## config.mk

```make
export PLATFORM = sky130hd
export DESIGN_NAME = tcp_fingerprint_option_parser_flat
export DESIGN_NICKNAME = d
export VERILOG_FILES = /design/src/hdl/tfp_pkg.sv /design/src/hdl/tfp_ifs.sv /design/src/hdl/tfp_front.sv /design/src/hdl/tfp_fifo.sv /design/src/hdl/tfp_back.sv /design/src/hdl/tcp_fingerprint_option_parser.sv /design/src/flat_wrapper.sv
export VERILOG_INCLUDE_DIRS = /design/src /design/src/hdl
export SDC_FILE = /design/constraint.sdc
export NUM_CORES = 1
export LEC_CHECK = 0
export ABC_AREA = 1
export BUFFER_PORTS_ARGS = -buffer_cell sky130_fd_sc_hd__buf_2
export CAP_MARGIN = 20
export CORE_ASPECT_RATIO = 1.25
export CORE_MARGIN = 5
export CORE_UTILIZATION = 54
export CTS_BUF_LIST = sky130_fd_sc_hd__clkbuf_4 sky130_fd_sc_hd__clkbuf_8 sky130_fd_sc_hd__clkbuf_16
export CTS_CLUSTER_DIAMETER = 40
export DETAILED_ROUTE_END_ITERATION = 8
export PLACE_DENSITY = 0.74
export SLEW_MARGIN = 0
export SYNTH_ARGS = -nofsm -noshare
export SYNTH_HDL_FRONTEND = slang
export SYNTH_SLANG_ARGS = --single-unit
```

## constraint.sdc

```tcl
create_clock -name clk -period 3 [get_ports clk]
set_clock_uncertainty 0.2 [all_clocks]
set_input_delay 0.45 -clock clk [delete_from_list [all_inputs] [get_ports clk]]
set_output_delay 0.45 -clock clk [all_outputs]
set_load 0.1 [all_outputs]
```

## src/hdl/tcp_fingerprint_option_parser_macros.svh

```systemverilog
// Assertion macros shared by the parser modules.
// Every user module has a clock named clk and an active-low reset named arst_n.
`ifndef TCP_FINGERPRINT_OPTION_PARSER_MACROS_SVH
`define TCP_FINGERPRINT_OPTION_PARSER_MACROS_SVH

`ifndef SYNTHESIS
`define TFP_ASSERT(lbl, prop, msg) \
	lbl: assert property (@(posedge clk) disable iff (!arst_n) (prop)) else $error(msg);
`define TFP_ASSERT_NEXT(lbl, cond, prop, msg) \
	lbl: assert property (@(posedge clk) disable iff (!arst_n) (cond) |=> (prop)) \
		else $error(msg);
`else
`define TFP_ASSERT(lbl, prop, msg)
`define TFP_ASSERT_NEXT(lbl, cond, prop, msg)
`endif

`endif

```

## src/hdl/tfp_pkg.sv

```systemverilog
package tfp_pkg;

	localparam int FIFO_DEPTH = 4;
	localparam int FIFO_AW = (FIFO_DEPTH > 1) ? $clog2(FIFO_DEPTH) : 1;
	localparam int FIFO_CW = $clog2(FIFO_DEPTH + 1);

	localparam logic ITEM_HEADER = 1'b0;
	localparam int DF_BIT = 14;

	localparam logic [7:0] KIND_EOL = 8'd0;
	localparam logic [7:0] KIND_NOP = 8'd1;
	localparam logic [7:0] KIND_MSS = 8'd2;
	localparam logic [7:0] KIND_WSCALE = 8'd3;
	localparam logic [7:0] KIND_SACKOK = 8'd4;
	localparam logic [7:0] LEN_OVERHEAD = 8'd2;

	typedef enum logic [2:0] {
		OPT_EOL,
		OPT_NOP,
		OPT_MSS,
		OPT_WSCALE,
		OPT_SACKOK,
		OPT_OTHER
	} opt_class_t;

	// One classified request as it waits in the queue.
	typedef struct packed {
		logic is_hdr;
		logic last;
		logic [15:0] window;
		logic [7:0] ttl;
		logic df;
		logic [7:0] opt_byte;
		opt_class_t cls;
		logic [7:0] len_m2;
	} entry_t;

endpackage

```

## src/hdl/tfp_ifs.sv

```systemverilog
interface tfp_in_if;
	logic valid;
	logic ready;
	logic kind;
	logic [15:0] window;
	logic [7:0] ttl;
	logic [15:0] flags_fragment;
	logic [7:0] option_byte;
	logic last;

	modport source (output valid, kind, window, ttl, flags_fragment, option_byte, last,
		input ready);
	modport sink (input valid, kind, window, ttl, flags_fragment, option_byte, last,
		output ready);
endinterface

interface tfp_out_if;
	logic valid;
	logic ready;
	logic [15:0] window_out;
	logic [7:0] ttl_out;
	logic [15:0] mss;
	logic dont_fragment;
	logic wscale_seen;
	logic [7:0] wscale;
	logic sack_ok;
	logic nop_seen;

	modport source (output valid, window_out, ttl_out, mss, dont_fragment, wscale_seen,
		wscale, sack_ok, nop_seen, input ready);
	modport sink (input valid, window_out, ttl_out, mss, dont_fragment, wscale_seen,
		wscale, sack_ok, nop_seen, output ready);
endinterface

```

## src/hdl/tfp_front.sv

```systemverilog
module tfp_front
	import tfp_pkg::*;
(
	tfp_in_if.sink in_ch,
	input logic full,
	output logic push,
	output entry_t entry
);

	opt_class_t cls;

	always_comb begin
		case (in_ch.option_byte)
			KIND_EOL: cls = OPT_EOL;
			KIND_NOP: cls = OPT_NOP;
			KIND_MSS: cls = OPT_MSS;
			KIND_WSCALE: cls = OPT_WSCALE;
			KIND_SACKOK: cls = OPT_SACKOK;
			default: cls = OPT_OTHER;
		endcase
	end

	assign in_ch.ready = !full;
	assign push = in_ch.valid && !full;

	always_comb begin
		entry.is_hdr = (in_ch.kind == ITEM_HEADER);
		entry.last = in_ch.last;
		entry.window = in_ch.window;
		entry.ttl = in_ch.ttl;
		entry.df = in_ch.flags_fragment[DF_BIT];
		entry.opt_byte = in_ch.option_byte;
		entry.cls = cls;
		// Bytes left to skip after the length byte, clamped at zero.
		entry.len_m2 = (in_ch.option_byte >= LEN_OVERHEAD) ?
			(in_ch.option_byte - LEN_OVERHEAD) : 8'd0;
	end

endmodule

```

## src/hdl/tfp_fifo.sv

```systemverilog
`include "tcp_fingerprint_option_parser_macros.svh"

module tfp_fifo
	import tfp_pkg::*;
(
	input logic clk,
	input logic arst_n,
	input logic push,
	input entry_t push_data,
	input logic pop,
	output entry_t head,
	output logic full,
	output logic empty
);

	entry_t mem_q [FIFO_DEPTH];
	logic [FIFO_AW-1:0] wr_ptr_q;
	logic [FIFO_AW-1:0] rd_ptr_q;
	logic [FIFO_CW-1:0] cnt_q;

	localparam logic [FIFO_AW-1:0] PTR_LAST = FIFO_AW'(FIFO_DEPTH - 1);
	localparam logic [FIFO_CW-1:0] CNT_FULL = FIFO_CW'(FIFO_DEPTH);

	assign full = (cnt_q == CNT_FULL);
	assign empty = (cnt_q == '0);
	assign head = mem_q[rd_ptr_q];

	always_ff @(posedge clk) begin
		if (push) begin
			mem_q[wr_ptr_q] <= push_data;
		end
	end

	always_ff @(posedge clk or negedge arst_n) begin
		if (!arst_n) begin
			wr_ptr_q <= '0;
			rd_ptr_q <= '0;
			cnt_q <= '0;
		end else begin
			if (push) begin
				wr_ptr_q <= (wr_ptr_q == PTR_LAST) ? '0 : wr_ptr_q + 1'b1;
			end
			if (pop) begin
				rd_ptr_q <= (rd_ptr_q == PTR_LAST) ? '0 : rd_ptr_q + 1'b1;
			end
			if (push && !pop) begin
				cnt_q <= cnt_q + 1'b1;
			end else if (pop && !push) begin
				cnt_q <= cnt_q - 1'b1;
			end
		end
	end

	`TFP_ASSERT(a_fifo_no_overflow, !(push && full), "push into a full queue")
	`TFP_ASSERT(a_fifo_no_underflow, !(pop && empty), "pop from an empty queue")
	`TFP_ASSERT(a_fifo_cnt_range, cnt_q <= CNT_FULL, "queue count out of range")

endmodule

```

## src/hdl/tfp_back.sv

```systemverilog
`include "tcp_fingerprint_option_parser_macros.svh"

module tfp_back
	import tfp_pkg::*;
(
	input logic clk,
	input logic arst_n,
	input logic empty,
	input entry_t head,
	output logic pop,
	tfp_out_if.source out_ch
);

	typedef enum logic [2:0] {
		PH_KIND,
		PH_LEN,
		PH_MSS_HI,
		PH_MSS_LO,
		PH_WS_VAL,
		PH_SKIP
	} phase_t;

	typedef struct packed {
		phase_t phase;
		opt_class_t cur;
		logic [7:0] skip;
		logic stopped;
		logic [15:0] mss;
		logic mss_done;
		logic [7:0] wscale;
		logic fl_ws;
		logic fl_sack;
		logic fl_nop;
	} parse_t;

	localparam parse_t PARSE_CLEAR = '{
		phase: PH_KIND,
		cur: OPT_EOL,
		skip: 8'd0,
		stopped: 1'b0,
		mss: 16'd0,
		mss_done: 1'b0,
		wscale: 8'd0,
		fl_ws: 1'b0,
		fl_sack: 1'b0,
		fl_nop: 1'b0
	};

	function automatic parse_t parse_kind(parse_t s, opt_class_t c);
		parse_t n;
		n = s;
		n.cur = c;
		case (c)
			OPT_EOL: n.stopped = 1'b1;
			OPT_NOP: n.fl_nop = 1'b1;
			OPT_SACKOK: begin
				n.fl_sack = 1'b1;
				n.skip = 8'd1;
				n.phase = PH_SKIP;
			end
			OPT_MSS: begin
				n.mss_done = 1'b0;
				n.mss = 16'd0;
				n.phase = PH_LEN;
			end
			default: n.phase = PH_LEN;
		endcase
		return n;
	endfunction

	function automatic parse_t parse_byte(parse_t s, entry_t e);
		parse_t n;
		logic [7:0] dec;
		n = s;
		dec = s.skip - 8'd1;
		if (!s.stopped) begin
			case (s.phase)
				PH_KIND: n = parse_kind(s, e.cls);
				PH_LEN: begin
					if (s.cur == OPT_MSS) begin
						n.phase = PH_MSS_HI;
					end else if (s.cur == OPT_WSCALE) begin
						n.skip = e.len_m2;
						n.phase = PH_WS_VAL;
					end else begin
						n.skip = e.len_m2;
						n.phase = (e.len_m2 != 8'd0) ? PH_SKIP : PH_KIND;
					end
				end
				PH_MSS_HI: begin
					n.mss = {e.opt_byte, 8'h00};
					n.phase = PH_MSS_LO;
				end
				PH_MSS_LO: begin
					n.mss = {s.mss[15:8], e.opt_byte};
					n.mss_done = 1'b1;
					n.phase = PH_KIND;
				end
				PH_WS_VAL: begin
					n.wscale = e.opt_byte;
					n.fl_ws = 1'b1;
					if (s.skip == 8'd0) begin
						// A short length leaves nothing to skip, so the shift byte
						// is also taken as the next option kind.
						n.phase = PH_KIND;
						n = parse_kind(n, e.cls);
					end else begin
						n.skip = dec;
						n.phase = (dec != 8'd0) ? PH_SKIP : PH_KIND;
					end
				end
				PH_SKIP: begin
					if (s.skip != 8'd0) begin
						n.skip = dec;
					end
					if (s.skip <= 8'd1) begin
						n.phase = PH_KIND;
					end
				end
				default: n.phase = PH_KIND;
			endcase
		end
		return n;
	endfunction

	parse_t parse_q;
	parse_t parse_nx;
	logic [15:0] window_q;
	logic [7:0] ttl_q;
	logic df_q;
	logic [15:0] window_nx;
	logic [7:0] ttl_nx;
	logic df_nx;
	logic out_valid_q;
	logic slot_free;

	logic [15:0] res_window_q;
	logic [7:0] res_ttl_q;
	logic [15:0] res_mss_q;
	logic res_df_q;
	logic res_ws_seen_q;
	logic [7:0] res_ws_q;
	logic res_sack_q;
	logic res_nop_q;

	assign slot_free = !out_valid_q || out_ch.ready;
	// A request without a result never waits on the output register.
	assign pop = !empty && (!head.last || slot_free);

	always_comb begin
		if (head.is_hdr) begin
			parse_nx = PARSE_CLEAR;
			window_nx = head.window;
			ttl_nx = head.ttl;
			df_nx = head.df;
		end else begin
			parse_nx = parse_byte(parse_q, head);
			window_nx = window_q;
			ttl_nx = ttl_q;
			df_nx = df_q;
		end
	end

	always_ff @(posedge clk or negedge arst_n) begin
		if (!arst_n) begin
			parse_q <= PARSE_CLEAR;
			window_q <= 16'd0;
			ttl_q <= 8'd0;
			df_q <= 1'b0;
			out_valid_q <= 1'b0;
			res_window_q <= 16'd0;
			res_ttl_q <= 8'd0;
			res_mss_q <= 16'd0;
			res_df_q <= 1'b0;
			res_ws_seen_q <= 1'b0;
			res_ws_q <= 8'd0;
			res_sack_q <= 1'b0;
			res_nop_q <= 1'b0;
		end else begin
			if (pop && head.last) begin
				out_valid_q <= 1'b1;
			end else if (out_ch.ready) begin
				out_valid_q <= 1'b0;
			end
			if (pop) begin
				window_q <= window_nx;
				ttl_q <= ttl_nx;
				df_q <= df_nx;
				if (head.last) begin
					parse_q <= PARSE_CLEAR;
					res_window_q <= window_nx;
					res_ttl_q <= ttl_nx;
					res_mss_q <= parse_nx.mss_done ? parse_nx.mss : 16'd0;
					res_df_q <= df_nx;
					res_ws_seen_q <= parse_nx.fl_ws;
					res_ws_q <= parse_nx.fl_ws ? parse_nx.wscale : 8'd0;
					res_sack_q <= parse_nx.fl_sack;
					res_nop_q <= parse_nx.fl_nop;
				end else begin
					parse_q <= parse_nx;
				end
			end
		end
	end

	assign out_ch.valid = out_valid_q;
	assign out_ch.window_out = res_window_q;
	assign out_ch.ttl_out = res_ttl_q;
	assign out_ch.mss = res_mss_q;
	assign out_ch.dont_fragment = res_df_q;
	assign out_ch.wscale_seen = res_ws_seen_q;
	assign out_ch.wscale = res_ws_q;
	assign out_ch.sack_ok = res_sack_q;
	assign out_ch.nop_seen = res_nop_q;

	`TFP_ASSERT(a_stop_in_kind, !parse_q.stopped || parse_q.phase == PH_KIND, "stop off kind")
	`TFP_ASSERT(a_ws_clear, parse_q.fl_ws || parse_q.wscale == 8'd0, "shift byte without seen flag")
	`TFP_ASSERT_NEXT(a_emit, pop && head.last, out_valid_q, "last request gave no result")

endmodule

```

## src/hdl/tcp_fingerprint_option_parser.sv

```systemverilog
// Channel   Dir  Payload
// in_ch     in   kind, window, ttl, flags_fragment, option_byte, last
// out_ch    out  window_out, ttl_out, mss, dont_fragment, wscale_seen, wscale, sack_ok, nop_seen
//
// One request is accepted per cycle while the queue is not full; the parser in the back end
// retires one queued request per cycle, but a request marked last waits while a result is unaccepted.
// A result is registered: its last request is first written to the queue, and the result
// register loads when the back end pops that request from the queue.
// Reset is asynchronous and takes effect at once; there is no clearing pass.
// A stalled output holds only requests marked last; a four-entry queue absorbs the
// stall, and in_ch.ready falls when the queue is full.
module tcp_fingerprint_option_parser
	import tfp_pkg::*;
(
	input logic clk,
	input logic arst_n,
	tfp_in_if.sink in_ch,
	tfp_out_if.source out_ch
);

	logic push;
	logic pop;
	logic full;
	logic empty;
	entry_t push_data;
	entry_t head;

	tfp_front u_front (
		.in_ch(in_ch),
		.full(full),
		.push(push),
		.entry(push_data)
	);

	tfp_fifo u_fifo (
		.clk(clk),
		.arst_n(arst_n),
		.push(push),
		.push_data(push_data),
		.pop(pop),
		.head(head),
		.full(full),
		.empty(empty)
	);

	tfp_back u_back (
		.clk(clk),
		.arst_n(arst_n),
		.empty(empty),
		.head(head),
		.pop(pop),
		.out_ch(out_ch)
	);

endmodule

```

## src/flat_wrapper.sv

```systemverilog
// flat-port wrapper written by rule: the top's interface ports become plain ports
module tcp_fingerprint_option_parser_flat import tfp_pkg::*;
  (clk, arst_n, in_ch_valid, in_ch_kind, in_ch_window, in_ch_ttl, in_ch_flags_fragment, in_ch_option_byte, in_ch_last, in_ch_ready, out_ch_valid, out_ch_window_out, out_ch_ttl_out, out_ch_mss, out_ch_dont_fragment, out_ch_wscale_seen, out_ch_wscale, out_ch_sack_ok, out_ch_nop_seen, out_ch_ready);
  tfp_in_if in_ch_i ();
  tfp_out_if out_ch_i ();
  input logic clk;
  input logic arst_n;
  input wire logic [$bits(in_ch_i.valid)-1:0] in_ch_valid;
  input wire logic [$bits(in_ch_i.kind)-1:0] in_ch_kind;
  input wire logic [$bits(in_ch_i.window)-1:0] in_ch_window;
  input wire logic [$bits(in_ch_i.ttl)-1:0] in_ch_ttl;
  input wire logic [$bits(in_ch_i.flags_fragment)-1:0] in_ch_flags_fragment;
  input wire logic [$bits(in_ch_i.option_byte)-1:0] in_ch_option_byte;
  input wire logic [$bits(in_ch_i.last)-1:0] in_ch_last;
  output wire logic [$bits(in_ch_i.ready)-1:0] in_ch_ready;
  output wire logic [$bits(out_ch_i.valid)-1:0] out_ch_valid;
  output wire logic [$bits(out_ch_i.window_out)-1:0] out_ch_window_out;
  output wire logic [$bits(out_ch_i.ttl_out)-1:0] out_ch_ttl_out;
  output wire logic [$bits(out_ch_i.mss)-1:0] out_ch_mss;
  output wire logic [$bits(out_ch_i.dont_fragment)-1:0] out_ch_dont_fragment;
  output wire logic [$bits(out_ch_i.wscale_seen)-1:0] out_ch_wscale_seen;
  output wire logic [$bits(out_ch_i.wscale)-1:0] out_ch_wscale;
  output wire logic [$bits(out_ch_i.sack_ok)-1:0] out_ch_sack_ok;
  output wire logic [$bits(out_ch_i.nop_seen)-1:0] out_ch_nop_seen;
  input wire logic [$bits(out_ch_i.ready)-1:0] out_ch_ready;
  assign in_ch_i.valid = in_ch_valid;
  assign in_ch_i.kind = in_ch_kind;
  assign in_ch_i.window = in_ch_window;
  assign in_ch_i.ttl = in_ch_ttl;
  assign in_ch_i.flags_fragment = in_ch_flags_fragment;
  assign in_ch_i.option_byte = in_ch_option_byte;
  assign in_ch_i.last = in_ch_last;
  assign in_ch_ready = in_ch_i.ready;
  assign out_ch_valid = out_ch_i.valid;
  assign out_ch_window_out = out_ch_i.window_out;
  assign out_ch_ttl_out = out_ch_i.ttl_out;
  assign out_ch_mss = out_ch_i.mss;
  assign out_ch_dont_fragment = out_ch_i.dont_fragment;
  assign out_ch_wscale_seen = out_ch_i.wscale_seen;
  assign out_ch_wscale = out_ch_i.wscale;
  assign out_ch_sack_ok = out_ch_i.sack_ok;
  assign out_ch_nop_seen = out_ch_i.nop_seen;
  assign out_ch_i.ready = out_ch_ready;
  tcp_fingerprint_option_parser u_core (.clk(clk), .arst_n(arst_n), .in_ch(in_ch_i), .out_ch(out_ch_i));
endmodule
```

==> flow_summary.json <==
{
  "status": "completed",
  "place_area_um2": 14400,
  "reg2reg_from": "u_core.u_fifo.rd_ptr_q[1]",
  "synth_warnings": 0,
  "clk_path_buf_depth": 3,
  "postSynthRegisterBits": 312,
  "grt_use_total_pct": 21.9,
  "layout_commonest_cell": "nand2_1",
  "drive_gt1_share_pct": 13.9,
  "cts_buffers": 34,
  "grt_pass1_wl_mm": 50.3,
  "worstPathMaxFanout": 35,
  "remaining_drc_errors": 0,
  "dp.cells": 1748,
  "cts.sinks": 312,
  "ys.flop_type": "edfxtp_1",
  "drtAntennaViolNets": 0,
  "syn2layout_area_growth_pct": 17.1,
  "grt_pass1_vias": 10062,
  "cap_violations": 0,
  "vias": 9915,
  "wirelength_mm": 30.2,
  "max_slew.worst_pin.slew_ns": 0.628,
  "synth_edf_count": 184,
  "avgSynthCellArea_um2": 9.97,
  "worstSetupPathType": "flip-flop to flip-flop",
  "hold_viol_final": 0,
  "grt_max_degree": 60,
  "setup_viol": 0,
  "synth_top_area_share_pct": 40.8,
  "max-slew-margin-rel_pct": 58.0,
  "p_per_area_nw_per_um2": 1130,
  "fin_crit_ns": 2.78,
  "final_cell_mix": "nand2_1 (409), edfxtp_1 (184), dfrtp_1 (127)",
  "synth_cell_types": 41,
  "grt-ovfl-total": 0,
  "cp-end-kind": "flip-flop",
  "clock_latency_ns": 0.51,
  "port_buffers": 92,
  "dieHeight_um": 187,
  "hp-start": "in_ch_option_byte[5]",
  "htree_levels": 2,
  "rows": 64,
  "post-route-period-util_pct": 92.7,
  "async_flop_share_pct": 41.0,
  "path_clk_slew_ns": 0.07,
  "synth_nets": 1426,
  "synth_cells": 1360,
  "dieArea_um2": 28400,
  "num_antenna_cells": 0,
  "ys_seq_area_share_pct": 64.4,
  "maxSlewViolCount": 0,
  "routabilityCongestion": 0.917,
  "fin_nets": 1551,
  "antenna_found_initial": 0,
  "yosys-top-cells-area": "edfxtp_1 (41%), dfrtp_1 (24%), nand2_1 (11%), o21ai_0 (4.6%), nor2_1 (3.3%)",
  "startpoint_type": "flip-flop",
  "crit_arrival_ns": 3.00,
  "fin_cells": 1840,
  "leakagePower_nw": 6.97,
  "via_per_inst": 5.39,
  "post-dp-hpwl_mm": 18.5,
  "max-vdd-ir-drop_mv": 0.936,
  "cp_data_required_time_ns": 3.22,
  "drtPass1Iterations": 5,
  "startpoint": "u_core.u_fifo.rd_ptr_q[1]",
  "cts_setup_buffers": 0,
  "hold_path_class": "primary input to flip-flop",
  "core-area_um2": 24600,
  "die_width_um": 152,
  "final_util_pct": 64.6,
  "rsz0062_at_grt": "no",
  "max_freq_mhz": 360,
  "wire_per_inst_um": 16.4,
  "root_buffer": "clkbuf_16",
  "io_pins": 108,
  "yosysTopAreaCell": "edfxtp_1",
  "syn-cell-area_um2": 13600,
  "cts_tree": "yes",
  "drt-initial-drc-count": 649,
  "holdWs_ns": 0.0307,
  "fin_area_um2": 15900,
  "start_util_pct": 55.1
}
final timing paths:
| check | depth (start not counted) | slack [ns] | endpoint |
|---|---|---|---|
| min in group asynchronous | 2 | 0.31 | u_core.u_back.parse_q[29] |
| setup / recovery | 11 | 0.22 | u_core.u_back.out_ch.wscale[0] |
| hold reg to reg | 2 | 0.27 | u_core.u_back.out_ch.mss[7] |
| setup reg to reg | 11 | 0.22 | u_core.u_back.out_ch.wscale[0] |
| max in group asynchronous | 3 | 1.57 | u_core.u_back.parse_q[28] |
| hold / removal | 1 | 0.03 | u_core.u_fifo.mem_q[1][16] |
synth_stat cells (all sizes together) (5+ instances only):
| cell type | instances |
|---|---|
| a21oi | 5 |
| buf | 45 |
| o211ai | 9 |
| xor2 | 9 |
| nor2 | 126 |
| dfrtp | 128 |
| nand3 | 66 |
| edfxtp | 184 |
| nand4 | 5 |
| o21ai | 175 |
| nand2 | 417 |
| clkbuf | 14 |
| inv | 105 |
| ha | 11 |
| o22ai | 47 |
layer usage:
layer  vias to the layer above  global-route usage [%]  wire length, µm
met2                       270                    38.5            15600
met5                         -                       0                0
met1                      4796                    27.7            12200
met4                         0                    6.88              732
li1                       4796                       -                -
met3                        53                    3.17             1600
logic make-up after synthesis:
family          share of synthesized area (%)
compound gates                           9.71
xor+xnor                                0.711
fa+ha+maj                                1.16
buf+inv                                  5.44
flops                                    64.4
simple gates                             18.6
through the flow:
stage	power, mW	setup slack [ns]	setup TNS, ns
4_1_cts	18.0	0.193	0
5_1_grt	19.2	0.0136	0
2_1_floorplan	11.8	-0.461	-84.76
3_5_place_dp	13.8	0.229	0
3_3_place_gp	13.6	0.302	0
6_report	18.0	0.220	0
flip-flops by register name (all words and copies together), names as in the netlist:
signal,cells
u_core.u_fifo.wr_ptr_q,2
u_core.u_back.ttl_q,8
u_core.u_back.out_ch.mss,16
u_core.u_back.window_q,16
u_core.u_back.out_ch.dont_fragment,1
u_core.u_back.parse_q,43
u_core.u_fifo.mem_q,184
u_core.u_back.out_ch.wscale_seen,1
u_core.u_back.out_ch.wscale,8
u_core.u_back.out_ch.sack_ok,1
u_core.u_fifo.cnt_q,3
u_core.u_back.out_ch.valid,1
u_core.u_fifo.rd_ptr_q,2
u_core.u_back.out_ch.window_out,16
u_core.u_back.out_ch.nop_seen,1
u_core.u_back.df_q,1
u_core.u_back.out_ch.ttl_out,8
worst max-delay path, cell delays in order (launching register included):
cell     delay, ns
dfrtp_1       0.40
inv_1         0.12
nand3_1       0.10
nand2_2       0.12
inv_2         0.07
nand2_1       0.07
nand2_2       0.20
inv_4         0.33
nand2_4       0.36
nor2_8        0.35
o21ai_2       0.19
o21ai_1       0.18
cell type report:
| cell class | count | area [µm²] |
|---|---|---|
| clock buffers | 46 | 988 |
| clock inverters | 15 | 170 |
| repair buffers | 148 | 1050 |
| multi-input cells | 884 | 4120 |
| well taps | 330 | 413 |
| flip-flops and latches | 312 | 8730 |
| inverters | 105 | 399 |
| fillers | 1914 | 8710 |
power breakdown:
part           total, mW  internal [mW]  switching, mW  leakage (nW)
logic               7.83           1.94           5.89          3.02
clock network       4.20           2.53           1.67         0.577
registers           5.96           5.60          0.356          3.37
total               18.0           10.1           7.92          6.97
repair_timing:
action / in CTS / in global routing
endpoints found under the hold margin: 168 / 0
hold buffers: 30 / 0
resized for setup: 0 / 2
endpoints found under the setup margin: 0 / 8
(Power assumes the default switching activity.)
